File: src/sv/sha1_pkg.sv
//------------------------------------------------------------------------------
// SHA-1 engine package
// Shared types, state encoding, command and status structures and constants.
//------------------------------------------------------------------------------
`timescale 1ns / 1ps
`default_nettype none

package sha1_pkg;

    localparam int unsigned NUM_WORDS  = 5;
    localparam int unsigned NUM_ROUNDS = 80;

    localparam logic [6:0] ROUND_LAST  = 7'(NUM_ROUNDS - 1);
    localparam logic [6:0] ROUND_F2    = 7'd20;
    localparam logic [6:0] ROUND_F3    = 7'd40;
    localparam logic [6:0] ROUND_F4    = 7'd60;
    localparam logic [2:0] WORD_LAST   = 3'(NUM_WORDS - 1);
    localparam logic [5:0] FILL_LAST   = 6'd63;
    localparam logic [5:0] LEN_POS     = 6'd56;
    localparam logic [7:0] PAD_BYTE    = 8'h80;

    localparam logic [31:0] IV0 = 32'h67452301;
    localparam logic [31:0] IV1 = 32'hEFCDAB89;
    localparam logic [31:0] IV2 = 32'h98BADCFE;
    localparam logic [31:0] IV3 = 32'h10325476;
    localparam logic [31:0] IV4 = 32'hC3D2E1F0;

    localparam logic [31:0] K1 = 32'h5A827999;
    localparam logic [31:0] K2 = 32'h6ED9EBA1;
    localparam logic [31:0] K3 = 32'h8F1BBCDC;
    localparam logic [31:0] K4 = 32'hCA62C1D6;

    typedef enum logic [2:0] {
        ST_IDLE,
        ST_PAD,
        ST_COMP,
        ST_ADD,
        ST_OUT
    } t_state;

    typedef struct packed {
        logic       push_in;
        logic       push_pad;
        logic       load_work;
        logic       round_en;
        logic       add_chain;
        logic       clear_msg;
        logic [6:0] round;
        logic [2:0] word_sel;
    } t_cmd;

    typedef struct packed {
        logic fill_last;
        logic len_go;
    } t_sts;

endpackage

`default_nettype wire

File: src/sv/sha1_ctrl.sv
//------------------------------------------------------------------------------
// SHA-1 controller
// Sequences byte absorption, padding, the 80 rounds and the digest beats.
//------------------------------------------------------------------------------
`timescale 1ns / 1ps
`default_nettype none

module sha1_ctrl (
    input  wire logic          i_clk,
    input  wire logic          i_rst_n,
    input  wire logic          i_in_valid,
    input  wire logic          i_in_byte,
    input  wire logic          i_in_end,
    input  wire logic          i_out_ready,
    input  wire sha1_pkg::t_sts i_sts,
    output sha1_pkg::t_cmd     o_cmd,
    output logic               o_in_ready,
    output logic               o_out_valid,
    output logic               o_out_last
);

    sha1_pkg::t_state r_state, n_state;
    logic [6:0]       r_round, n_round;
    logic [2:0]       r_idx, n_idx;
    logic             r_fin, n_fin;
    logic             r_done, n_done;
    logic             w_acc_in;
    logic             w_acc_out;

    assign w_acc_in  = i_in_valid && (r_state == sha1_pkg::ST_IDLE);
    assign w_acc_out = i_out_ready && (r_state == sha1_pkg::ST_OUT);

    always_comb begin
        n_state = r_state;
        n_round = r_round;
        n_idx   = r_idx;
        n_fin   = r_fin;
        n_done  = r_done;
        case (r_state)
            sha1_pkg::ST_IDLE: begin
                if (w_acc_in) begin
                    if (i_in_byte && i_sts.fill_last) begin
                        n_state = sha1_pkg::ST_COMP;
                        n_round = '0;
                        n_fin   = i_in_end;
                        n_done  = 1'b0;
                    end else if (i_in_end) begin
                        n_state = sha1_pkg::ST_PAD;
                        n_fin   = 1'b1;
                    end
                end
            end
            sha1_pkg::ST_PAD: begin
                if (i_sts.fill_last) begin
                    n_state = sha1_pkg::ST_COMP;
                    n_round = '0;
                    n_done  = i_sts.len_go;
                end
            end
            sha1_pkg::ST_COMP: begin
                n_round = r_round + 7'd1;
                if (r_round == sha1_pkg::ROUND_LAST) begin
                    n_state = sha1_pkg::ST_ADD;
                end
            end
            sha1_pkg::ST_ADD: begin
                if (r_done) begin
                    n_state = sha1_pkg::ST_OUT;
                    n_idx   = '0;
                end else if (r_fin) begin
                    n_state = sha1_pkg::ST_PAD;
                end else begin
                    n_state = sha1_pkg::ST_IDLE;
                end
            end
            sha1_pkg::ST_OUT: begin
                if (w_acc_out) begin
                    if (r_idx == sha1_pkg::WORD_LAST) begin
                        n_state = sha1_pkg::ST_IDLE;
                        n_fin   = 1'b0;
                        n_done  = 1'b0;
                    end else begin
                        n_idx = r_idx + 3'd1;
                    end
                end
            end
            default: begin
                n_state = sha1_pkg::ST_IDLE;
            end
        endcase
    end

    always_comb begin
        o_cmd           = '0;
        o_cmd.round     = r_round;
        o_cmd.word_sel  = r_idx;
        o_in_ready      = 1'b0;
        o_out_valid     = 1'b0;
        o_out_last      = 1'b0;
        case (r_state)
            sha1_pkg::ST_IDLE: begin
                o_in_ready      = 1'b1;
                o_cmd.push_in   = w_acc_in && i_in_byte;
                o_cmd.load_work = w_acc_in && i_in_byte && i_sts.fill_last;
            end
            sha1_pkg::ST_PAD: begin
                o_cmd.push_pad  = 1'b1;
                o_cmd.load_work = i_sts.fill_last;
            end
            sha1_pkg::ST_COMP: begin
                o_cmd.round_en = 1'b1;
            end
            sha1_pkg::ST_ADD: begin
                o_cmd.add_chain = 1'b1;
            end
            sha1_pkg::ST_OUT: begin
                o_out_valid     = 1'b1;
                o_out_last      = (r_idx == sha1_pkg::WORD_LAST);
                o_cmd.clear_msg = w_acc_out && (r_idx == sha1_pkg::WORD_LAST);
            end
            default: begin
                o_in_ready = 1'b0;
            end
        endcase
    end

    always_ff @(posedge i_clk) begin
        if (!i_rst_n) begin
            r_state <= sha1_pkg::ST_IDLE;
            r_round <= '0;
            r_idx   <= '0;
            r_fin   <= 1'b0;
            r_done  <= 1'b0;
        end else begin
            r_state <= n_state;
            r_round <= n_round;
            r_idx   <= n_idx;
            r_fin   <= n_fin;
            r_done  <= n_done;
        end
    end

endmodule

`default_nettype wire

File: src/sv/sha1_dp.sv
//------------------------------------------------------------------------------
// SHA-1 datapath
// Block shift register doubling as the message schedule window, round logic,
// chaining words, byte count and pad byte generation.
//------------------------------------------------------------------------------
`timescale 1ns / 1ps
`default_nettype none

module sha1_dp (
    input  wire logic           i_clk,
    input  wire logic           i_rst_n,
    input  wire sha1_pkg::t_cmd i_cmd,
    input  wire logic [7:0]     i_byte,
    output sha1_pkg::t_sts      o_sts,
    output logic [31:0]         o_digest
);

    logic [511:0] r_blk;
    logic [5:0]   r_fill;
    logic [63:0]  r_total;
    logic [31:0]  r_h [sha1_pkg::NUM_WORDS];
    logic [31:0]  r_a, r_b, r_c, r_d, r_e;
    logic         r_pad_first;
    logic         r_len_go;

    logic [63:0]  w_bits;
    logic [5:0]   w_len_sh;
    logic [7:0]   w_pad_byte;
    logic [7:0]   w_push_byte;
    logic         w_push;
    logic [31:0]  w_x;
    logic [31:0]  w_new;
    logic [31:0]  w_f;
    logic [31:0]  w_k;
    logic [31:0]  w_t;

    assign w_bits   = {r_total[60:0], 3'b000};
    assign w_len_sh = {3'd7 - r_fill[2:0], 3'b000};

    always_comb begin
        if (r_pad_first) begin
            w_pad_byte = sha1_pkg::PAD_BYTE;
        end else if ((r_fill < sha1_pkg::LEN_POS) || !r_len_go) begin
            w_pad_byte = 8'h00;
        end else begin
            w_pad_byte = w_bits[w_len_sh +: 8];
        end
    end

    assign w_push      = i_cmd.push_in || i_cmd.push_pad;
    assign w_push_byte = i_cmd.push_in ? i_byte : w_pad_byte;

    assign w_x   = r_blk[95:64] ^ r_blk[255:224] ^ r_blk[447:416] ^ r_blk[511:480];
    assign w_new = {w_x[30:0], w_x[31]};

    always_comb begin
        if (i_cmd.round < sha1_pkg::ROUND_F2) begin
            w_f = (r_b & r_c) | (~r_b & r_d);
            w_k = sha1_pkg::K1;
        end else if (i_cmd.round < sha1_pkg::ROUND_F3) begin
            w_f = r_b ^ r_c ^ r_d;
            w_k = sha1_pkg::K2;
        end else if (i_cmd.round < sha1_pkg::ROUND_F4) begin
            w_f = (r_b & r_c) | (r_b & r_d) | (r_c & r_d);
            w_k = sha1_pkg::K3;
        end else begin
            w_f = r_b ^ r_c ^ r_d;
            w_k = sha1_pkg::K4;
        end
    end

    assign w_t = {r_a[26:0], r_a[31:27]} + w_f + r_e + w_k + r_blk[511:480];

    assign o_sts.fill_last = (r_fill == sha1_pkg::FILL_LAST);
    assign o_sts.len_go    = r_len_go;

    always_comb begin
        case (i_cmd.word_sel)
            3'd0:    o_digest = r_h[0];
            3'd1:    o_digest = r_h[1];
            3'd2:    o_digest = r_h[2];
            3'd3:    o_digest = r_h[3];
            3'd4:    o_digest = r_h[4];
            default: o_digest = r_h[0];
        endcase
    end

    always_ff @(posedge i_clk) begin
        if (!i_rst_n || i_cmd.clear_msg) begin
            r_fill      <= '0;
            r_total     <= '0;
            r_pad_first <= 1'b1;
            r_len_go    <= 1'b0;
            r_h[0]      <= sha1_pkg::IV0;
            r_h[1]      <= sha1_pkg::IV1;
            r_h[2]      <= sha1_pkg::IV2;
            r_h[3]      <= sha1_pkg::IV3;
            r_h[4]      <= sha1_pkg::IV4;
        end else begin
            if (w_push) begin
                r_fill <= r_fill + 6'd1;
            end
            if (i_cmd.push_in) begin
                r_total <= r_total + 64'd1;
            end
            if (i_cmd.push_pad) begin
                r_pad_first <= 1'b0;
                if (r_fill < sha1_pkg::LEN_POS) begin
                    r_len_go <= 1'b1;
                end
            end
            if (i_cmd.add_chain) begin
                r_h[0] <= r_h[0] + r_a;
                r_h[1] <= r_h[1] + r_b;
                r_h[2] <= r_h[2] + r_c;
                r_h[3] <= r_h[3] + r_d;
                r_h[4] <= r_h[4] + r_e;
            end
        end
    end

    always_ff @(posedge i_clk) begin
        if (w_push) begin
            r_blk <= {r_blk[503:0], w_push_byte};
        end else if (i_cmd.round_en) begin
            r_blk <= {r_blk[479:0], w_new};
        end
        if (i_cmd.load_work) begin
            r_a <= r_h[0];
            r_b <= r_h[1];
            r_c <= r_h[2];
            r_d <= r_h[3];
            r_e <= r_h[4];
        end else if (i_cmd.round_en) begin
            r_a <= w_t;
            r_b <= r_a;
            r_c <= {r_b[1:0], r_b[31:2]};
            r_d <= r_c;
            r_e <= r_d;
        end
    end

endmodule

`default_nettype wire

File: src/sv/sha1_hash_engine_core.sv
//------------------------------------------------------------------------------
// SHA-1 hash engine, top level
// Byte-stream SHA-1 with a five-beat digest output.
//------------------------------------------------------------------------------
// The beat that completes a 64-byte block starts the compression, one round per
// cycle through a single round unit, so the input is held off through the 80
// rounds and one chaining update. An end-of-message beat then appends the pad
// and length one byte per cycle, 9 to 72 pad bytes with one or two further
// compressions, and offers the five digest words, most significant first, each
// beat carrying its position; the engine takes no new input until the fifth
// word is accepted, after which it is ready for the next message.
`timescale 1ns / 1ps
`default_nettype none

module sha1_hash_engine_core (
    input  wire logic        i_clk,
    input  wire logic        i_rst_n,
    input  wire logic        i_s_axis_tvalid,
    output logic             o_s_axis_tready,
    input  wire logic [7:0]  i_s_axis_tdata,   // [7:0] data_byte
    input  wire logic        i_s_axis_tuser,   // [0] byte_present
    input  wire logic        i_s_axis_tlast,
    output logic             o_m_axis_tvalid,
    input  wire logic        i_m_axis_tready,
    output logic [39:0]      o_m_axis_tdata,   // [31:0] digest_word, [34:32] word_index
    output logic             o_m_axis_tlast
);

    sha1_pkg::t_cmd w_cmd;
    sha1_pkg::t_sts w_sts;
    logic [31:0]    w_digest;

    sha1_ctrl u_ctrl (
        .i_clk       (i_clk),
        .i_rst_n     (i_rst_n),
        .i_in_valid  (i_s_axis_tvalid),
        .i_in_byte   (i_s_axis_tuser),
        .i_in_end    (i_s_axis_tlast),
        .i_out_ready (i_m_axis_tready),
        .i_sts       (w_sts),
        .o_cmd       (w_cmd),
        .o_in_ready  (o_s_axis_tready),
        .o_out_valid (o_m_axis_tvalid),
        .o_out_last  (o_m_axis_tlast)
    );

    sha1_dp u_dp (
        .i_clk    (i_clk),
        .i_rst_n  (i_rst_n),
        .i_cmd    (w_cmd),
        .i_byte   (i_s_axis_tdata),
        .o_sts    (w_sts),
        .o_digest (w_digest)
    );

    assign o_m_axis_tdata = {5'b00000, w_cmd.word_sel, w_digest};

endmodule

`default_nettype wire

File: config.mk
export PLATFORM = sky130hd
export DESIGN_NAME = sha1_hash_engine_core
export DESIGN_NICKNAME = d
export VERILOG_FILES = /design/src/sv/sha1_pkg.sv /design/src/sv/sha1_ctrl.sv /design/src/sv/sha1_dp.sv /design/src/sv/sha1_hash_engine_core.sv
export SDC_FILE = /design/constraint.sdc
export NUM_CORES = 2
export LEC_CHECK = 0
export BUFFER_PORTS_ARGS = -buffer_cell sky130_fd_sc_hd__buf_2
export CELL_PAD_IN_SITES_DETAIL_PLACEMENT = 1
export CELL_PAD_IN_SITES_GLOBAL_PLACEMENT = 1
export CORE_MARGIN = 5
export CORE_UTILIZATION = 51
export CTS_BUF_LIST = sky130_fd_sc_hd__clkbuf_16
export DETAILED_ROUTE_END_ITERATION = 8
export GPL_ROUTABILITY_DRIVEN = 0
export PLACE_DENSITY = 0.82
export SYNTH_ARGS = -nofsm -noshare
export SYNTH_HDL_FRONTEND = slang
export SYNTH_SLANG_ARGS = --single-unit
File: constraint.sdc
create_clock -name i_clk -period 29.4 [get_ports i_clk]
set_input_delay 1.47 -clock i_clk [delete_from_list [all_inputs] [get_ports i_clk]]
set_output_delay 1.47 -clock i_clk [all_outputs]
set_load 0.02 [all_outputs]
# == After elaboration in Yosys (flattened, before gate mapping) ==
# Memory sizes are Yosys's and may differ from the RTL's.
# Index checks and enable logic that the tools add are counted.
# op_classes
add_sub_neg,14
n_lt_le_gt_ge,4
eq_ne,19
n_shift,1
n_mux,69
bitwise,18
n_reduce_logical,24
# op_table
operator,n
$mux W512,2
$mux W32,20
$add A32 B32 Y32,9
$xor A32 B32 Y32,5
$and A32 B32 Y32,4
$pmux W32 S4,1
$or A32 B32 Y32,3
$add A64 B1 Y64 const B,1
$shiftx A64 B7 Y8,1
$mux W3,11
$not A32 Y32,1
$mux W31,1
$mux W8,3
$mux W1,22
$mux W7,3
$pmux W7 S3,1
$pmux W3 S5,1
$lt A7 B6 Y1 const B,2
$eq A3 B2 Y1 const B,4
$reduce_and A6 Y1,2
$ne A2 B1 Y1 const B,5
$reduce_and A4 Y1,2
$reduce_bool A2 Y1,4
$add A7 B1 Y7 const B,1
other kinds (22),40
# word_totals
regBits,759
ram_bits,160
input_bits,14
out_inout_bits,43
word_cells,165
mem_count,1
# memory_table
name,words,word_bits,rd,rd_ports_with_merged_regs,wr,line_no,source
u_dp.r_h,5,32,5,0,5,sha1_dp.sv:21,logic [31:0] r_h [sha1_pkg::NUM_WORDS];

# == Depth between registers and ports, before layout ==
# logic_depth
word_depth,12
ltp_mapped,25
mapped_depth_nobuf,23

# == Modules after synthesis ==
# A second synthesis with hierarchy kept.
# hier_totals
cells_unflattened,5421
hier_area_um2,53481.3
# by_module_without_submodules
module,n_inst,cells_each,area_per_inst_um2,seq_area_each_um2
sha1_dp,1,5300,52534.1,26365.3
sha1_ctrl,1,115,905.9,300.3
sha1_hash_engine_core,1,6,41.3,0.0

# == Worst setup path after synthesis ==
# No wires, ideal clock.
# synth_path
kind,register to register
start,reg u_ctrl.r_state[1]
end,reg u_dp.r_blk[0] (enable)
setup_ns,1.568
t_arrival_ns,25.647
t_required_ns,27.832
path_slack_ns,2.185
path_stages_with_launch,5
path_buffers,2
period_less_slack_ns,27.215
cell_sequence,dfxtp_1 > buf_2 > clkbuf_1 > xnor2_1 > o22ai_1
# synth_between
elab_chain_cells,6
elab_cells_between_ends,10
classes_between,eq/ne: 2; mux: 3; reduce/logical: 5
# synth_lines
element,line_no,source
"start, declared",sha1_ctrl.sv:22,"sha1_pkg::t_state r_state, n_state;"
"start signal, assigned",sha1_ctrl.sv:129,r_state <= sha1_pkg::ST_IDLE;
"start signal, assigned",sha1_ctrl.sv:135,r_state <= n_state;
$logic_not A3 Y1,"sha1_ctrl.sv:30, sha1_ctrl.sv:100",
$logic_and A1 B1 Y1,sha1_ctrl.sv:30,assign w_acc_in = i_in_valid && (r_state == sha1_pkg::ST_IDLE);
$logic_and A1 B1 Y1,sha1_ctrl.sv:103,o_cmd.push_in = w_acc_in && i_in_byte;
$mux W1,sha1_ctrl.sv:100,case (r_state)
$logic_or A1 B1 Y1,sha1_dp.sv:50,assign w_push = i_cmd.push_in || i_cmd.push_pad;
$reduce_bool A2 Y1 (no source line) (*),-,
"end signal, assigned",sha1_dp.sv:124,"r_blk <= {r_blk[503:0], w_push_byte};"
"end signal, assigned",sha1_dp.sv:126,"r_blk <= {r_blk[479:0], w_new};"
"end, declared",sha1_dp.sv:18,logic [511:0] r_blk;
# Every way passes the cells marked *; elsewhere a longest branch is shown, timed or not.
# A chain may end at the register's enable or synchronous reset.

# == Worst setup path in the final report ==
# layout_path
start,reg u_ctrl.r_round[4]
end,reg u_dp.r_a[23] (data pin)
# layout_between
elab_chain_cells,10
elab_cells_between_ends,15
classes_between,add/sub: 4; order compare: 3; mux: 8
# layout_lines
element,line_no,source
"start, declared",sha1_ctrl.sv:23,"logic [6:0] r_round, n_round;"
"start signal, assigned",sha1_ctrl.sv:136,r_round <= n_round;
$lt A7 B6 Y1,sha1_dp.sv:63,end else if (i_cmd.round < sha1_pkg::ROUND_F4) begin
$mux W32,sha1_dp.sv:63,
$mux W32,sha1_dp.sv:60,end else if (i_cmd.round < sha1_pkg::ROUND_F3) begin
$mux W32,sha1_dp.sv:57,if (i_cmd.round < sha1_pkg::ROUND_F2) begin
$add A32 B32 Y32 (2 in a row),sha1_dp.sv:72,"assign w_t = {r_a[26:0], r_a[31:27]} + w_f + r_e + w_k + r_blk[511:480];"
$add A32 B32 Y32 (*) (2 in a row),sha1_dp.sv:72,
$mux W32 (*),sha1_dp.sv:134,end else if (i_cmd.round_en) begin
$mux W32 (*),sha1_dp.sv:128,if (i_cmd.load_work) begin
"end signal, assigned",sha1_dp.sv:129,r_a <= r_h[0];
"end signal, assigned",sha1_dp.sv:135,r_a <= w_t;
"end, declared",sha1_dp.sv:22,"logic [31:0] r_a, r_b, r_c, r_d, r_e;"
# Every way passes the cells marked *; elsewhere a longest branch is shown, timed or not. The select of a mux whose other input is x is not followed.

==> results.yml <==
clocking:
  number_of_clock_buffers_inserted_by_tritoncts: 102
  worst_skew_pair.late_latency_ns: 0.72
  clockBufferDepth: 3
  clk_pin_slew_worst_paths_ns: 0.06
  cts.repair_timing.setup_buffer_count: 0
  cts.repair.resized: 0
  depth_of_the_cts_h_tree: 3
  cts.sinks: 916
  tritoncts_clock_tree: "built"
  cts_root_buf: "sky130_fd_sc_hd__clkbuf_16"
  post_cts_hold_buffer_count: 0
drt:
  routed-via-count: 42100
  wl_per_cell_um: 23.3
  drt-initial-drc-count: 3812
  remaining_number_of_nets_flagged_by_the_antenna_check_after_routing: 0
  drc: 0
  firstDrtPassIters: 6
  drt-total-wl_mm: 163
  avgViaCountPerCell: 6.01
synth:
  synth_area_leader_cell: "sky130_fd_sc_hd__edfxtp_1"
  yosys.cell_types.count: 95
  fraction_of_registers_with_async_set_or_reset_after_synthesis: 0
  synth.ff_latch_count: 916
  postSynth.topFlopCell: "sky130_fd_sc_hd__edfxtp_1"
  cell_types_occupying_the_most_area_after_synthesis: "sky130_fd_sc_hd__edfxtp_1 47%, sky130_fd_sc_hd__nand2_1 14%, sky130_fd_sc_hd__ha_1 5.3%"
  yosys_warnings: 0
  synth_top_area_frac: 0.467
  netlist_instances: 5596
  seq_area_frac_synth: 0.498
  synth-edff-count: 832
  post_synth_instance_area_um2: 53500
  avgSynthCellArea_um2: 9.56
critical_path:
  worst_path_largest_cell_delay_ns: 0.60
  path_type_of_the_worst_setup_path: "register to register"
  arrival_ns: 7.75
  worstPathMaxFanout: 35
  required_ns: 29.82
  critPathSlowestCell: "sky130_fd_sc_hd__or4_1"
  buffers_inverters_on_critical_path: 6
  worst_setup_path_end_kind: "register"
  crit_family: "adder cells"
  cp-start-kind: "register"
  cp_cell_sequence: "a41oi_1 > inv_1 > nor2_1 > inv_2 > nand2_1 > buf_4 > nor2_1 > a211oi_1 > fa_1 > inv_1 > fa_1 > fa_1 > inv_1 > ha_1 > inv_1 > fa_1 > nor2b_1 > o31a_1 > nor4_1 > or4_1 > a21oi_1 > o21a_1 > or2_1 > o211ai_1"
layout:
  layout-drive-gt1-share: 0.0505
  multi_input_area_um2: 25200
  finalCoreUtilization: 0.560
  final_net_count: 5912
  num-fill-cells: 11600
  area_growth_syn_to_layout_pct: 8.80
  area.sequential_um2: 26700
floorplanning:
  floorplan.initialDensity: 0.515
  core-area_um2: 104000
  die_h_um: 334
  pin_count: 57
  die-width_um: 334
  die_area_um2: 112000
  placementRows: 118
sta:
  achievable-frequency_ghz: 0.136
  finalSetupTns_ns: 0
  rsz0062_at_grt: "false"
  layout_min_cycle_time_ns: 7.33
  finalSetupViolations: 0
  timing.slew.headroom: 0.228
  drv_slew: 0
  min_period_over_period: 0.249
  worst_slew_pin_slew_ns: 1.16
  finClkSkew_ns: 0.0402
  timing.final.hold_violations: 0
pwr:
  pwr_density_cell_nw_per_um2: 135
  finalPower_uw: 7850
  vdd.ir_drop.worst_mv: 0.129
  power.static_leakage_uw: 0.0238
placement:
  port-buffer-count: 51
  dp.final_hpwl_mm: 113
grt:
  grt.total_usage: 0.285
  pin_count_of_the_biggest_net_entering_global_routing: 222
  grt_antenna_before_repair: 1
  grt_pass1_wl_mm: 252
  global_route.overflow_total: 0
  first_global_vias: 43900
job:
  timing.max_cap.violations: 0
worst_hold_path:
  min_path_type: "register to register"
run_status:
  status: "completed"
-- area by class of cell --
type                       count  area share
multi-input combinational   4222       0.432
clock inverter                82      0.0113
clock buffer                 105      0.0451
inverter                     219      0.0141
antenna                        1   0.0000430
sequential                   916       0.458
tap                         1380      0.0297
timing repair buffer          85     0.00941
-- stage by stage --
stage                     instances  worst slack (ns)  cell area (um^2)  hold slack (ns)
final                          7010             22.07             58200            0.475
after global routing           7009             21.53             58200            0.516
after CTS                      7009             22.05             58200            0.476
after detailed placement       6822             22.16             54900            0.464
after global placement         6822             22.48             54900            0.447
after floorplan                5600              2.19             53500            0.441
-- per-layer routing --
| layer | routed length (um) | up-vias | share of wire | track usage |
|---|---|---|---|---|
| met5 | 0 | - | 0 | 0 |
| met4 | 6490 | 0 | 0.040 | 0.105 |
| met3 | 10700 | 308 | 0.065 | 0.0420 |
| met2 | 79100 | 1340 | 0.48 | 0.480 |
| met1 | 67100 | 21400 | 0.41 | 0.379 |
| li1 | - | 19100 | - | - |
-- cell families after synthesis --
group,share of synthesized area
AOI/OAI and AO/OA,0.102
xor gates and xnor gates,0.0462
adders and majority gates,0.0997
buffers and inverters,0.0334
DFF,0.498
muxes,0.0105
other,0.0000701
and+or+nand+nor,0.210
-- path summary, 6_finish.rpt --
check                    start               end  slack (ns)  cells after the start
max          u_ctrl.r_round[4]      u_dp.r_a[23]       22.07                     24
min           u_dp.r_pad_first  u_dp.r_pad_first        0.47                      1
max reg2reg  u_ctrl.r_round[4]      u_dp.r_a[23]       22.07                     24
min reg2reg   u_dp.r_pad_first  u_dp.r_pad_first        0.47                      1
-- where the power goes --
group | switching (uW) | leakage, uW | internal, uW
combinational | 2420 | 0.0136 | 1350
clock | 565 | 0.00170 | 718
sequential | 437 | 0.00848 | 2360
total | 3430 | 0.0238 | 4430
-- cells in the final DEF (no fill, tap or decap), drive strengths merged, types with 31 or more instances in the layout --
cell type	synthesis	layout
a21o	90	90
a21oi	149	149
a22oi	72	72
a31oi	50	50
and3	31	31
buf	40	85
clkbuf	203	105
clkinv	0	42
dfxtp	84	84
edfxtp	832	832
fa	124	124
ha	228	228
inv	219	249
nand2	1997	1997
nand2b	37	37
nand3	68	68
nand4	36	36
nor2	340	340
nor2b	55	55
nor3	65	65
o21a	39	39
o21ai	185	185
xnor2	177	177
xor2	105	105
-- synthesized netlist by cell type, drive strengths merged (90+ instances only) --
| cell type | count |
|---|---|
| nand2 | 1997 |
| edfxtp | 832 |
| nor2 | 340 |
| ha | 228 |
| inv | 219 |
| clkbuf | 203 |
| o21ai | 185 |
| xnor2 | 177 |
| a21oi | 149 |
| fa | 124 |
| xor2 | 105 |
| a21o | 90 |
-- flip-flops by register name, summed over array words and instances, names as in the netlist --
register / cells
u_dp.r_fill: 6
u_ctrl.r_idx: 3
u_dp.r_pad_first: 1
u_dp.r_c: 32
u_dp.r_a: 32
u_dp.r_e: 32
u_dp.r_total: 61
u_ctrl.r_done: 1
u_ctrl.r_round: 7
u_ctrl.r_fin: 1
u_dp.r_b: 32
u_dp.r_blk: 512
u_ctrl.r_state: 3
u_dp.r_len_go: 1
u_dp.r_d: 32
u_dp.r_h: 160
No activity file was read; power rests on OpenSTA's default activity.
